`src/hdl/deq_pkg.sv`:
```
// ----------------------------------------------------------------------------
// deq_pkg: shared types and constants for the double-ended queue store
// Holds the depth and width constants, the operation and status codes, and
// the control and probe bundles that the top level hands to each cell.
// ----------------------------------------------------------------------------
package deq_pkg;

  localparam int DEPTH      = 16;
  localparam int DATA_WIDTH = 32;
  localparam int IDX_W      = $clog2(DEPTH);
  localparam int CNT_W      = $clog2(DEPTH + 1);
  localparam int OP_W       = 3;
  localparam int STAT_W     = 2;

  typedef enum logic [OP_W-1:0] {
    OP_PUSH_FRONT = 3'd0,
    OP_PUSH_BACK  = 3'd1,
    OP_POP_FRONT  = 3'd2,
    OP_POP_BACK   = 3'd3,
    OP_CLEAR      = 3'd4,
    OP_SEARCH     = 3'd5
  } op_t;

  typedef enum logic [STAT_W-1:0] {
    ST_OK        = 2'd0,
    ST_EMPTY     = 2'd1,
    ST_FULL      = 2'd2,
    ST_NOT_FOUND = 2'd3
  } status_t;

  typedef enum logic {
    S_IDLE   = 1'b0,
    S_SEARCH = 1'b1
  } state_t;

  // One operation per cycle at most; every cell sees the same bundle.
  typedef struct packed {
    logic                  clear;
    logic                  shift_right;
    logic                  shift_left;
    logic                  write_back;
    logic                  drop_back;
    logic                  flush_probe;
    logic [DATA_WIDTH-1:0] push_data;
  } cell_ctrl_t;

  // Search probe that travels one cell per cycle toward the back.
  typedef struct packed {
    logic                  tok;
    logic [DATA_WIDTH-1:0] key;
  } probe_t;

endpackage

```
`src/hdl/deq_cell.sv`:
```
// ----------------------------------------------------------------------------
// deq_cell: one slot of the queue chain
// Holds one entry and its occupancy bit, shifts with its neighbors on front
// pushes and pops, and compares a passing search probe against its entry.
// ----------------------------------------------------------------------------
module deq_cell (
  input  logic                             clk,
  input  logic                             rst_n,
  input  deq_pkg::cell_ctrl_t              ctrl,
  input  logic [deq_pkg::DATA_WIDTH-1:0]   left_data_i,
  input  logic                             left_valid_i,
  input  logic [deq_pkg::DATA_WIDTH-1:0]   right_data_i,
  input  logic                             right_valid_i,
  input  deq_pkg::probe_t                  probe_i,
  output logic [deq_pkg::DATA_WIDTH-1:0]   data_o,
  output logic                             valid_o,
  output deq_pkg::probe_t                  probe_o,
  output logic [deq_pkg::DATA_WIDTH-1:0]   tail_data_o,
  output logic                             hit_o,
  output logic                             end_o
);
  import deq_pkg::*;

  logic [DATA_WIDTH-1:0] data_r;
  logic                  valid_r;
  logic                  tok_r;
  logic [DATA_WIDTH-1:0] key_r;
  logic                  is_tail;
  logic                  is_first_free;

  assign is_tail       = valid_r & ~right_valid_i;
  assign is_first_free = ~valid_r & left_valid_i;

  always_ff @(posedge clk) begin
    if (!rst_n) begin
      valid_r <= 1'b0;
    end else begin
      priority if (ctrl.clear) begin
        valid_r <= 1'b0;
      end else if (ctrl.shift_right) begin
        valid_r <= left_valid_i;
      end else if (ctrl.shift_left) begin
        valid_r <= right_valid_i;
      end else if (ctrl.write_back && is_first_free) begin
        valid_r <= 1'b1;
      end else if (ctrl.drop_back && is_tail) begin
        valid_r <= 1'b0;
      end else begin
        valid_r <= valid_r;
      end
    end
  end

  always_ff @(posedge clk) begin
    priority if (ctrl.shift_right) begin
      data_r <= left_data_i;
    end else if (ctrl.shift_left) begin
      data_r <= right_data_i;
    end else if (ctrl.write_back && is_first_free) begin
      data_r <= ctrl.push_data;
    end else begin
      data_r <= data_r;
    end
  end

  // Advance the probe every cycle; drop it once the search has finished.
  always_ff @(posedge clk) begin
    if (!rst_n) begin
      tok_r <= 1'b0;
    end else if (ctrl.flush_probe) begin
      tok_r <= 1'b0;
    end else begin
      tok_r <= probe_i.tok;
    end
  end

  always_ff @(posedge clk) begin
    key_r <= probe_i.key;
  end

  assign data_o      = data_r;
  assign valid_o     = valid_r;
  assign probe_o.tok = tok_r;
  assign probe_o.key = key_r;
  assign tail_data_o = is_tail ? data_r : '0;
  assign hit_o       = tok_r & valid_r & (data_r == key_r);
  assign end_o       = tok_r & ~valid_r;

endmodule

```
`src/hdl/double_ended_queue_store.sv`:
```
// ----------------------------------------------------------------------------
// double_ended_queue_store: bounded double-ended queue of signed values
// Push and pop at either end, clear, and search from the front, kept in a
// row of cells with the front entry always in the first cell.
// ----------------------------------------------------------------------------
// Usage: raise start with in_operation and in_value; the item transfers when
// start is high and busy is low. Every item returns one result on the out_
// ports, flagged by out_valid for exactly one cycle; the receiver cannot hold
// it off. Push, pop, clear and unknown codes leave busy low, and a new item
// can transfer on the very next cycle, with its result shown the cycle after
// it transfers. A search sends a probe down the cell chain one cell per cycle
// and holds busy high until the first match or the end of the held entries,
// never past the last of the DEPTH cells (16 here).
// ----------------------------------------------------------------------------
module double_ended_queue_store (
  input  logic                                  clk,
  input  logic                                  rst_n,
  input  logic                                  start,
  output logic                                  busy,
  input  logic [deq_pkg::OP_W-1:0]              in_operation,
  input  logic signed [deq_pkg::DATA_WIDTH-1:0] in_value,
  output logic                                  out_valid,
  output logic [deq_pkg::STAT_W-1:0]            out_status,
  output logic signed [deq_pkg::DATA_WIDTH-1:0] out_popped_value,
  output logic [deq_pkg::IDX_W-1:0]             out_position,
  output logic [deq_pkg::CNT_W-1:0]             out_count
);
  import deq_pkg::*;

  state_t                state_r, state_nxt;
  logic [CNT_W-1:0]      cnt_r, cnt_nxt;
  logic [IDX_W-1:0]      pos_r, pos_nxt;
  logic                  out_valid_r;
  status_t               status_r;
  logic [DATA_WIDTH-1:0] popped_r;
  logic [IDX_W-1:0]      position_r;
  logic [CNT_W-1:0]      count_r;

  cell_ctrl_t            ctrl;
  probe_t                probe_in;
  logic                  accept;
  logic                  res_fire;
  status_t               res_status;
  logic [DATA_WIDTH-1:0] res_popped;
  logic [IDX_W-1:0]      res_pos;
  logic                  is_full;
  logic                  is_empty;

  logic [DATA_WIDTH-1:0] cell_data  [DEPTH];
  logic [DATA_WIDTH-1:0] cell_tail  [DEPTH];
  logic [DEPTH-1:0]      cell_valid;
  logic [DEPTH-1:0]      cell_hit;
  logic [DEPTH-1:0]      cell_end;
  probe_t                cell_probe [DEPTH];
  logic [DATA_WIDTH-1:0] tail_data;
  logic                  any_hit;
  logic                  any_end;

  assign busy     = (state_r == S_SEARCH);
  assign accept   = start & ~busy;
  assign is_full  = (cnt_r == CNT_W'(DEPTH));
  assign is_empty = (cnt_r == '0);

  assign probe_in.tok = accept & (op_t'(in_operation) == OP_SEARCH);
  assign probe_in.key = in_value;

  // ---- cell chain ----
  for (genvar g = 0; g < DEPTH; g++) begin : g_cell
    logic [DATA_WIDTH-1:0] ld, rd;
    logic                  lv, rv;
    probe_t                pin;
    if (g == 0) begin : g_head
      assign ld  = in_value;
      assign lv  = 1'b1;
      assign pin = probe_in;
    end else begin : g_mid
      assign ld  = cell_data[g-1];
      assign lv  = cell_valid[g-1];
      assign pin = cell_probe[g-1];
    end
    if (g == DEPTH - 1) begin : g_last
      assign rd = '0;
      assign rv = 1'b0;
    end else begin : g_body
      assign rd = cell_data[g+1];
      assign rv = cell_valid[g+1];
    end
    deq_cell u_cell (
      .clk          (clk),
      .rst_n        (rst_n),
      .ctrl         (ctrl),
      .left_data_i  (ld),
      .left_valid_i (lv),
      .right_data_i (rd),
      .right_valid_i(rv),
      .probe_i      (pin),
      .data_o       (cell_data[g]),
      .valid_o      (cell_valid[g]),
      .probe_o      (cell_probe[g]),
      .tail_data_o  (cell_tail[g]),
      .hit_o        (cell_hit[g]),
      .end_o        (cell_end[g])
    );
  end

  assign any_hit = |cell_hit;
  assign any_end = |cell_end;

  // Only the tail cell drives nonzero data.
  always_comb begin
    tail_data = '0;
    for (int i = 0; i < DEPTH; i++) begin
      tail_data = tail_data | cell_tail[i];
    end
  end

  // ---- next state ----
  always_comb begin
    state_nxt = state_r;
    unique case (state_r)
      S_IDLE: begin
        if (accept && op_t'(in_operation) == OP_SEARCH) begin
          state_nxt = S_SEARCH;
        end
      end
      S_SEARCH: begin
        if (any_hit || any_end || pos_r == IDX_W'(DEPTH - 1)) begin
          state_nxt = S_IDLE;
        end
      end
      default: state_nxt = S_IDLE;
    endcase
  end

  // ---- outputs and datapath control ----
  always_comb begin
    ctrl           = '0;
    ctrl.push_data = in_value;
    cnt_nxt        = cnt_r;
    pos_nxt        = pos_r;
    res_fire       = 1'b0;
    res_status     = ST_OK;
    res_popped     = '0;
    res_pos        = '0;
    unique case (state_r)
      S_IDLE: begin
        pos_nxt = '0;
        if (accept) begin
          res_fire = 1'b1;
          unique case (op_t'(in_operation))
            OP_PUSH_FRONT: begin
              if (is_full) begin
                res_status = ST_FULL;
              end else begin
                ctrl.shift_right = 1'b1;
                cnt_nxt          = cnt_r + 1'b1;
              end
            end
            OP_PUSH_BACK: begin
              if (is_full) begin
                res_status = ST_FULL;
              end else begin
                ctrl.write_back = 1'b1;
                cnt_nxt         = cnt_r + 1'b1;
              end
            end
            OP_POP_FRONT: begin
              if (is_empty) begin
                res_status = ST_EMPTY;
              end else begin
                ctrl.shift_left = 1'b1;
                res_popped      = cell_data[0];
                cnt_nxt         = cnt_r - 1'b1;
              end
            end
            OP_POP_BACK: begin
              if (is_empty) begin
                res_status = ST_EMPTY;
              end else begin
                ctrl.drop_back = 1'b1;
                res_popped     = tail_data;
                cnt_nxt        = cnt_r - 1'b1;
              end
            end
            OP_CLEAR: begin
              ctrl.clear = 1'b1;
              cnt_nxt    = '0;
            end
            OP_SEARCH: begin
              res_fire = 1'b0;
            end
            default: begin
            end
          endcase
        end
      end
      S_SEARCH: begin
        priority if (any_hit) begin
          res_fire         = 1'b1;
          res_pos          = pos_r;
          ctrl.flush_probe = 1'b1;
        end else if (any_end || pos_r == IDX_W'(DEPTH - 1)) begin
          res_fire         = 1'b1;
          res_status       = ST_NOT_FOUND;
          ctrl.flush_probe = 1'b1;
        end else begin
          pos_nxt = pos_r + 1'b1;
        end
      end
      default: begin
      end
    endcase
  end

  always_ff @(posedge clk) begin
    if (!rst_n) begin
      state_r     <= S_IDLE;
      cnt_r       <= '0;
      pos_r       <= '0;
      out_valid_r <= 1'b0;
    end else begin
      state_r     <= state_nxt;
      cnt_r       <= cnt_nxt;
      pos_r       <= pos_nxt;
      out_valid_r <= res_fire;
    end
  end

  // Hold the last result; the strobe marks the single transfer cycle.
  always_ff @(posedge clk) begin
    if (res_fire) begin
      status_r   <= res_status;
      popped_r   <= res_popped;
      position_r <= res_pos;
      count_r    <= cnt_nxt;
    end
  end

  assign out_valid        = out_valid_r;
  assign out_status       = status_r;
  assign out_popped_value = popped_r;
  assign out_position     = position_r;
  assign out_count        = count_r;

endmodule

```
`config.mk`:
```
export PLATFORM = sky130hd
export DESIGN_NAME = double_ended_queue_store
export DESIGN_NICKNAME = d
export VERILOG_FILES = /design/src/hdl/deq_pkg.sv /design/src/hdl/deq_cell.sv /design/src/hdl/double_ended_queue_store.sv
export SDC_FILE = /design/constraint.sdc
export NUM_CORES = 2
export LEC_CHECK = 0
export BUFFER_PORTS_ARGS = -buffer_cell sky130_fd_sc_hd__buf_2
export CORE_MARGIN = 1.5
export CORE_UTILIZATION = 50
export CTS_BUF_LIST = sky130_fd_sc_hd__clkbuf_8
export CTS_CLUSTER_DIAMETER = 100
export DETAILED_ROUTE_END_ITERATION = 16
export PLACE_DENSITY = 0.66
export RECOVER_POWER = 50
export REMOVE_ABC_BUFFERS = 1
export SLEW_MARGIN = 20
export SYNTH_ARGS = -nofsm -noshare
export SYNTH_HDL_FRONTEND = slang
export SYNTH_SLANG_ARGS = --single-unit
```
`constraint.sdc`:
```
create_clock -name clk -period 12.94 [get_ports clk]
set_clock_uncertainty 0.2 [all_clocks]
set_input_delay 2.588 -clock clk [delete_from_list [all_inputs] [get_ports clk]]
set_output_delay 2.588 -clock clk [all_outputs]
set_load 0.01 [all_outputs]
```
==> flow_results.xml <==
<?xml version="1.0" encoding="UTF-8"?>
<metrics>
  <group name="status">
    <metric name="status" unit="">finished, violations left</metric>
    <metric name="violations_in_the_final_reports" unit="">capacitance limit, slew limit</metric>
  </group>
  <group name="place">
    <metric name="placement.io_buffers" unit="">82</metric>
    <metric name="cell_area_after_placement" unit="mm^2">0.0472</metric>
    <metric name="pre_cts_ws" unit="ns">6.19</metric>
    <metric name="final_hpwl_dp" unit="um">148000</metric>
    <metric name="gp_congestion" unit="">0.996</metric>
  </group>
  <group name="grt">
    <metric name="first_global_vias" unit="">32300</metric>
    <metric name="largest_net_degree_at_the_start_of_global_routing" unit="">167</metric>
    <metric name="total_gr_overflow" unit="">0</metric>
    <metric name="groute.usage.overall" unit="%">41.4</metric>
    <metric name="grt_first_pass_wirelength" unit="um">262000</metric>
    <metric name="antenna_found_initial" unit="">4</metric>
  </group>
  <group name="detailed_routing">
    <metric name="detailroute.via_count" unit="">34900</metric>
    <metric name="wire_length_on_met3" unit="um">28100</metric>
    <metric name="dr_wl_met2" unit="um">79600</metric>
    <metric name="remaining_drc_errors" unit="">0</metric>
    <metric name="initialDrtViolationCount" unit="">6515</metric>
    <metric name="ant_nets" unit="">0</metric>
    <metric name="drt-pass1-iter-count" unit="">7</metric>
    <metric name="route.detailed.wl_per_inst" unit="um">39.0</metric>
    <metric name="top_layer_used" unit="">met5</metric>
    <metric name="wl" unit="um">196000</metric>
    <metric name="post_drt_via_cell_ratio" unit="">6.96</metric>
    <metric name="met1_length" unit="um">76300</metric>
  </group>
  <group name="floorplanning">
    <metric name="die_x" unit="um">304</metric>
    <metric name="number_of_top_level_pins" unit="">83</metric>
    <metric name="fp.dieArea" unit="mm^2">0.0922</metric>
    <metric name="core_area" unit="mm^2">0.0899</metric>
    <metric name="site_rows" unit="">110</metric>
    <metric name="initial_core_util" unit="%">50.3</metric>
    <metric name="die_height" unit="um">304</metric>
  </group>
  <group name="setup_path">
    <metric name="crit_required" unit="ns">13.54</metric>
    <metric name="reg2reg_from" unit="">g_cell[14].u_cell.data_o[6]$_DFFE_PP_</metric>
    <metric name="crit_path_max_fanout" unit="">25</metric>
    <metric name="crit_chain" unit="">clkbuf_1, clkbuf_1, nand3b_1, clkbuf_1, o21ai_0, o221a_2</metric>
    <metric name="r2r_slack" unit="ns">5.78</metric>
    <metric name="r2r.worst_path.cells" unit="">9</metric>
    <metric name="launching_element_of_the_worst_setup_path" unit="">in_operation[0]</metric>
    <metric name="critical_path.startpoint_type" unit="">input pin</metric>
    <metric name="worstSetupPathType" unit="">input pin to flop</metric>
    <metric name="crit_top_cell" unit="">clkbuf_1</metric>
    <metric name="slowest_delay" unit="ns">2.45</metric>
    <metric name="timing.rr.end" unit="">out_popped_value[3]$_SDFFCE_PP0P_</metric>
    <metric name="endpoint_kind" unit="">flop</metric>
    <metric name="cpMaxStageDelayCell" unit="">o21ai_0</metric>
    <metric name="cp-endpoint" unit="">g_cell[9].u_cell.valid_o$_SDFFE_PP0P_</metric>
    <metric name="cp.arrival" unit="ns">8.37</metric>
  </group>
  <group name="cts">
    <metric name="insertion_delay" unit="ns">0.88</metric>
    <metric name="clk_pin_slew" unit="ns">0.06</metric>
    <metric name="ctsResizeCount" unit="">0</metric>
    <metric name="cts_max_level" unit="">4</metric>
    <metric name="ctsLongestPathBuffers" unit="">3</metric>
    <metric name="tritoncts.num_buffers" unit="">182</metric>
    <metric name="cts_sinks" unit="">1110</metric>
    <metric name="tritoncts_clock_tree" unit="">built</metric>
    <metric name="postCtsSetupRepairBufs" unit="">0</metric>
    <metric name="cts-root-buf" unit="">clkbuf_8</metric>
    <metric name="cts_hold_repair.buffers" unit="">0</metric>
  </group>
  <group name="power_and_ir_drop">
    <metric name="finalPower" unit="W">0.00775</metric>
    <metric name="max-vdd-ir-drop" unit="mV">0.119</metric>
    <metric name="powerDensity" unit="mW/mm^2">153</metric>
    <metric name="cellLeakagePower" unit="nW">18.3</metric>
  </group>
  <group name="synthesis">
    <metric name="synth_enable_flop_cells" unit="">555</metric>
    <metric name="synthesis.instances" unit="">3563</metric>
    <metric name="synth.yosys.warnings" unit="">0</metric>
    <metric name="synth_cell_types" unit="">54</metric>
    <metric name="asyncSetResetFlopFracSynth" unit="%">0</metric>
    <metric name="ys_seq_elements" unit="">1110</metric>
    <metric name="syn_avg_cell_area" unit="um^2">12.7</metric>
    <metric name="synth.yosys.seq_area_share" unit="%">61.4</metric>
    <metric name="synthesis.area" unit="mm^2">0.0452</metric>
    <metric name="synth_flop_type" unit="">edfxtp_1</metric>
  </group>
  <group name="timing">
    <metric name="timing_worst_slew_pin_value" unit="ns">3.21</metric>
    <metric name="rsz_0062_raised_after_global_routing" unit="">false</metric>
    <metric name="setup_slack" unit="ns">5.18</metric>
    <metric name="final_slew_viol_count" unit="">352</metric>
    <metric name="hold_viol_final" unit="">0</metric>
    <metric name="timing.final.setup_violations" unit="">0</metric>
    <metric name="timing.max_slew.rel_slack" unit="%">-116</metric>
    <metric name="fin_crit" unit="ns">7.76</metric>
    <metric name="fmax" unit="MHz">129</metric>
    <metric name="finalCritPeriodShare" unit="%">60.0</metric>
    <metric name="finalHoldWorstSlack" unit="ns">0.146</metric>
  </group>
  <group name="finish">
    <metric name="synthToLayoutAreaGrowth" unit="%">12.1</metric>
    <metric name="num-nets-final" unit="">3727</metric>
    <metric name="final_layout_size_suffix_gt1_share" unit="%">10.2</metric>
    <metric name="postLayoutCellArea" unit="mm^2">0.0507</metric>
    <metric name="final_util" unit="%">56.4</metric>
    <metric name="mostFrequentLayoutCell" unit="">edfxtp_1</metric>
    <metric name="layout.filler_cells" unit="">7627</metric>
    <metric name="final_cell_mix" unit="">edfxtp_1, dfxtp_1, xor2_1, a221o_1, clkbuf_8</metric>
  </group>
  <group name="run">
    <metric name="drv.max_cap_violation_count" unit="">14</metric>
  </group>
  <group name="worst_hold_path">
    <metric name="hold_path_class" unit="">flop to flop</metric>
  </group>
</metrics>
-- kinds of logic after synthesis --
logic type | after synthesis | synth area share [%]
xor+xnor | 510 | 9.88
fa+ha+maj | 3 | 0.0830
flops | 1110 | 61.4
compound gates | 887 | 17.0
simple gates | 779 | 9.16
buf+inv | 274 | 2.42
-- synthesized netlist by cell type, types with 3 or more instances --
cell type	instances	area share, %
nor4_1	211	2.9
nor3_2	11	0.24
a211oi_1	5	0.083
a22oi_1	75	1.2
o22ai_1	10	0.14
nand2_1	185	1.5
a31oi_1	30	0.42
and3b_1	4	0.077
a222oi_1	5	0.11
buf_2	37	0.41
and3_1	33	0.46
o221a_2	5	0.12
a221o_1	446	9.9
and2_1	7	0.097
nor2b_1	20	0.28
nor3_1	67	0.74
xnor2_1	9	0.17
o21ai_0	72	0.80
o31ai_1	13	0.22
o21ai_1	3	0.033
a21o_1	32	0.53
a21oi_1	32	0.35
nor2_1	88	0.73
dfxtp_1	555	25
a22o_1	61	1.2
buf_1	5	0.042
nand3_1	55	0.61
xor2_1	501	9.7
clkbuf_1	188	1.6
edfxtp_1	555	37
inv_1	42	0.35
nand4b_1	3	0.058
a221oi_1	89	1.7
or3_1	10	0.14
ha_1	3	0.083
or4_1	15	0.25
nand2b_1	4	0.055
nand4_1	57	0.79
-- area by class of cell --
| class | instances | area, um^2 | area share, % |
|---|---|---|---|
| antenna | 1 | 2.50 | 0.00494 |
| clock buffer | 225 | 3100 | 6.11 |
| clock inverter | 117 | 566 | 1.12 |
| inverter | 42 | 158 | 0.311 |
| multi-input combinational | 2179 | 16600 | 32.7 |
| sequential | 1110 | 27800 | 54.8 |
| tap | 1176 | 1470 | 2.90 |
| timing repair buffer | 171 | 1060 | 2.09 |
-- per-stage QoR --
step           setup TNS (ns)  std cells
3_3_place_gp                0       4672
6_report                    0       5021
4_1_cts                     0       5017
5_1_grt                     0       5021
2_1_floorplan        -9460.72       3331
3_5_place_dp                0       4675
-- worst max-delay path: cells and delay by family --
family	cells	cell delay, ns
AOI/OAI and AO/OA	2	2.96
buffers and inverters	3	2.64
and+or+nand+nor	1	0.14
-- registers in the layout, indices dropped and copies added (netlist names) --
signal,flops
g_cell.u_cell.tok_r,16
g_cell.u_cell.valid_o,16
out_popped_value,32
g_cell.u_cell.key_r,512
out_position,4
out_count,5
out_valid,1
cnt_r,5
busy,1
pos_r,4
out_status,2
g_cell.u_cell.data_o,512
-- power by group --
| part | switching (W) | total [W] | internal, W | leakage (nW) |
|---|---|---|---|---|
| Combinational | 0.000447 | 0.000652 | 0.000204 | 6.36 |
| Clock | 0.00146 | 0.00308 | 0.00162 | 2.19 |
| Sequential | 0.000160 | 0.00402 | 0.00386 | 9.77 |
| Total | 0.00206 | 0.00775 | 0.00569 | 18.3 |
-- metal layers --
metal / vias up / GRT usage (%)
met5: - / 0.827
met4: 2 / 22.3
met3: 422 / 14.5
met2: 3018 / 57.2
met1: 17100 / 56.6
li1: 14400 / -
-- how the worst min path moves through the flow --
stage / startpoint / end / slack [ns] / cells after the start
after CTS: g_cell[11].u_cell.key_r[20]$_DFF_P_ / g_cell[12].u_cell.key_r[20]$_DFF_P_ / 0.14 / 0
after global placement: g_cell[14].u_cell.key_r[16]$_DFF_P_ / g_cell[15].u_cell.key_r[16]$_DFF_P_ / 0.15 / 0
after floorplan: g_cell[13].u_cell.key_r[20]$_DFF_P_ / g_cell[14].u_cell.key_r[20]$_DFF_P_ / 0.14 / 0
after detailed placement: g_cell[0].u_cell.key_r[21]$_DFF_P_ / g_cell[1].u_cell.key_r[21]$_DFF_P_ / 0.15 / 0
final: g_cell[3].u_cell.key_r[2]$_DFF_P_ / g_cell[4].u_cell.key_r[2]$_DFF_P_ / 0.15 / 0
after global routing: g_cell[10].u_cell.key_r[8]$_DFF_P_ / g_cell[11].u_cell.key_r[8]$_DFF_P_ / 0.15 / 0
(Power assumes the default switching activity.)
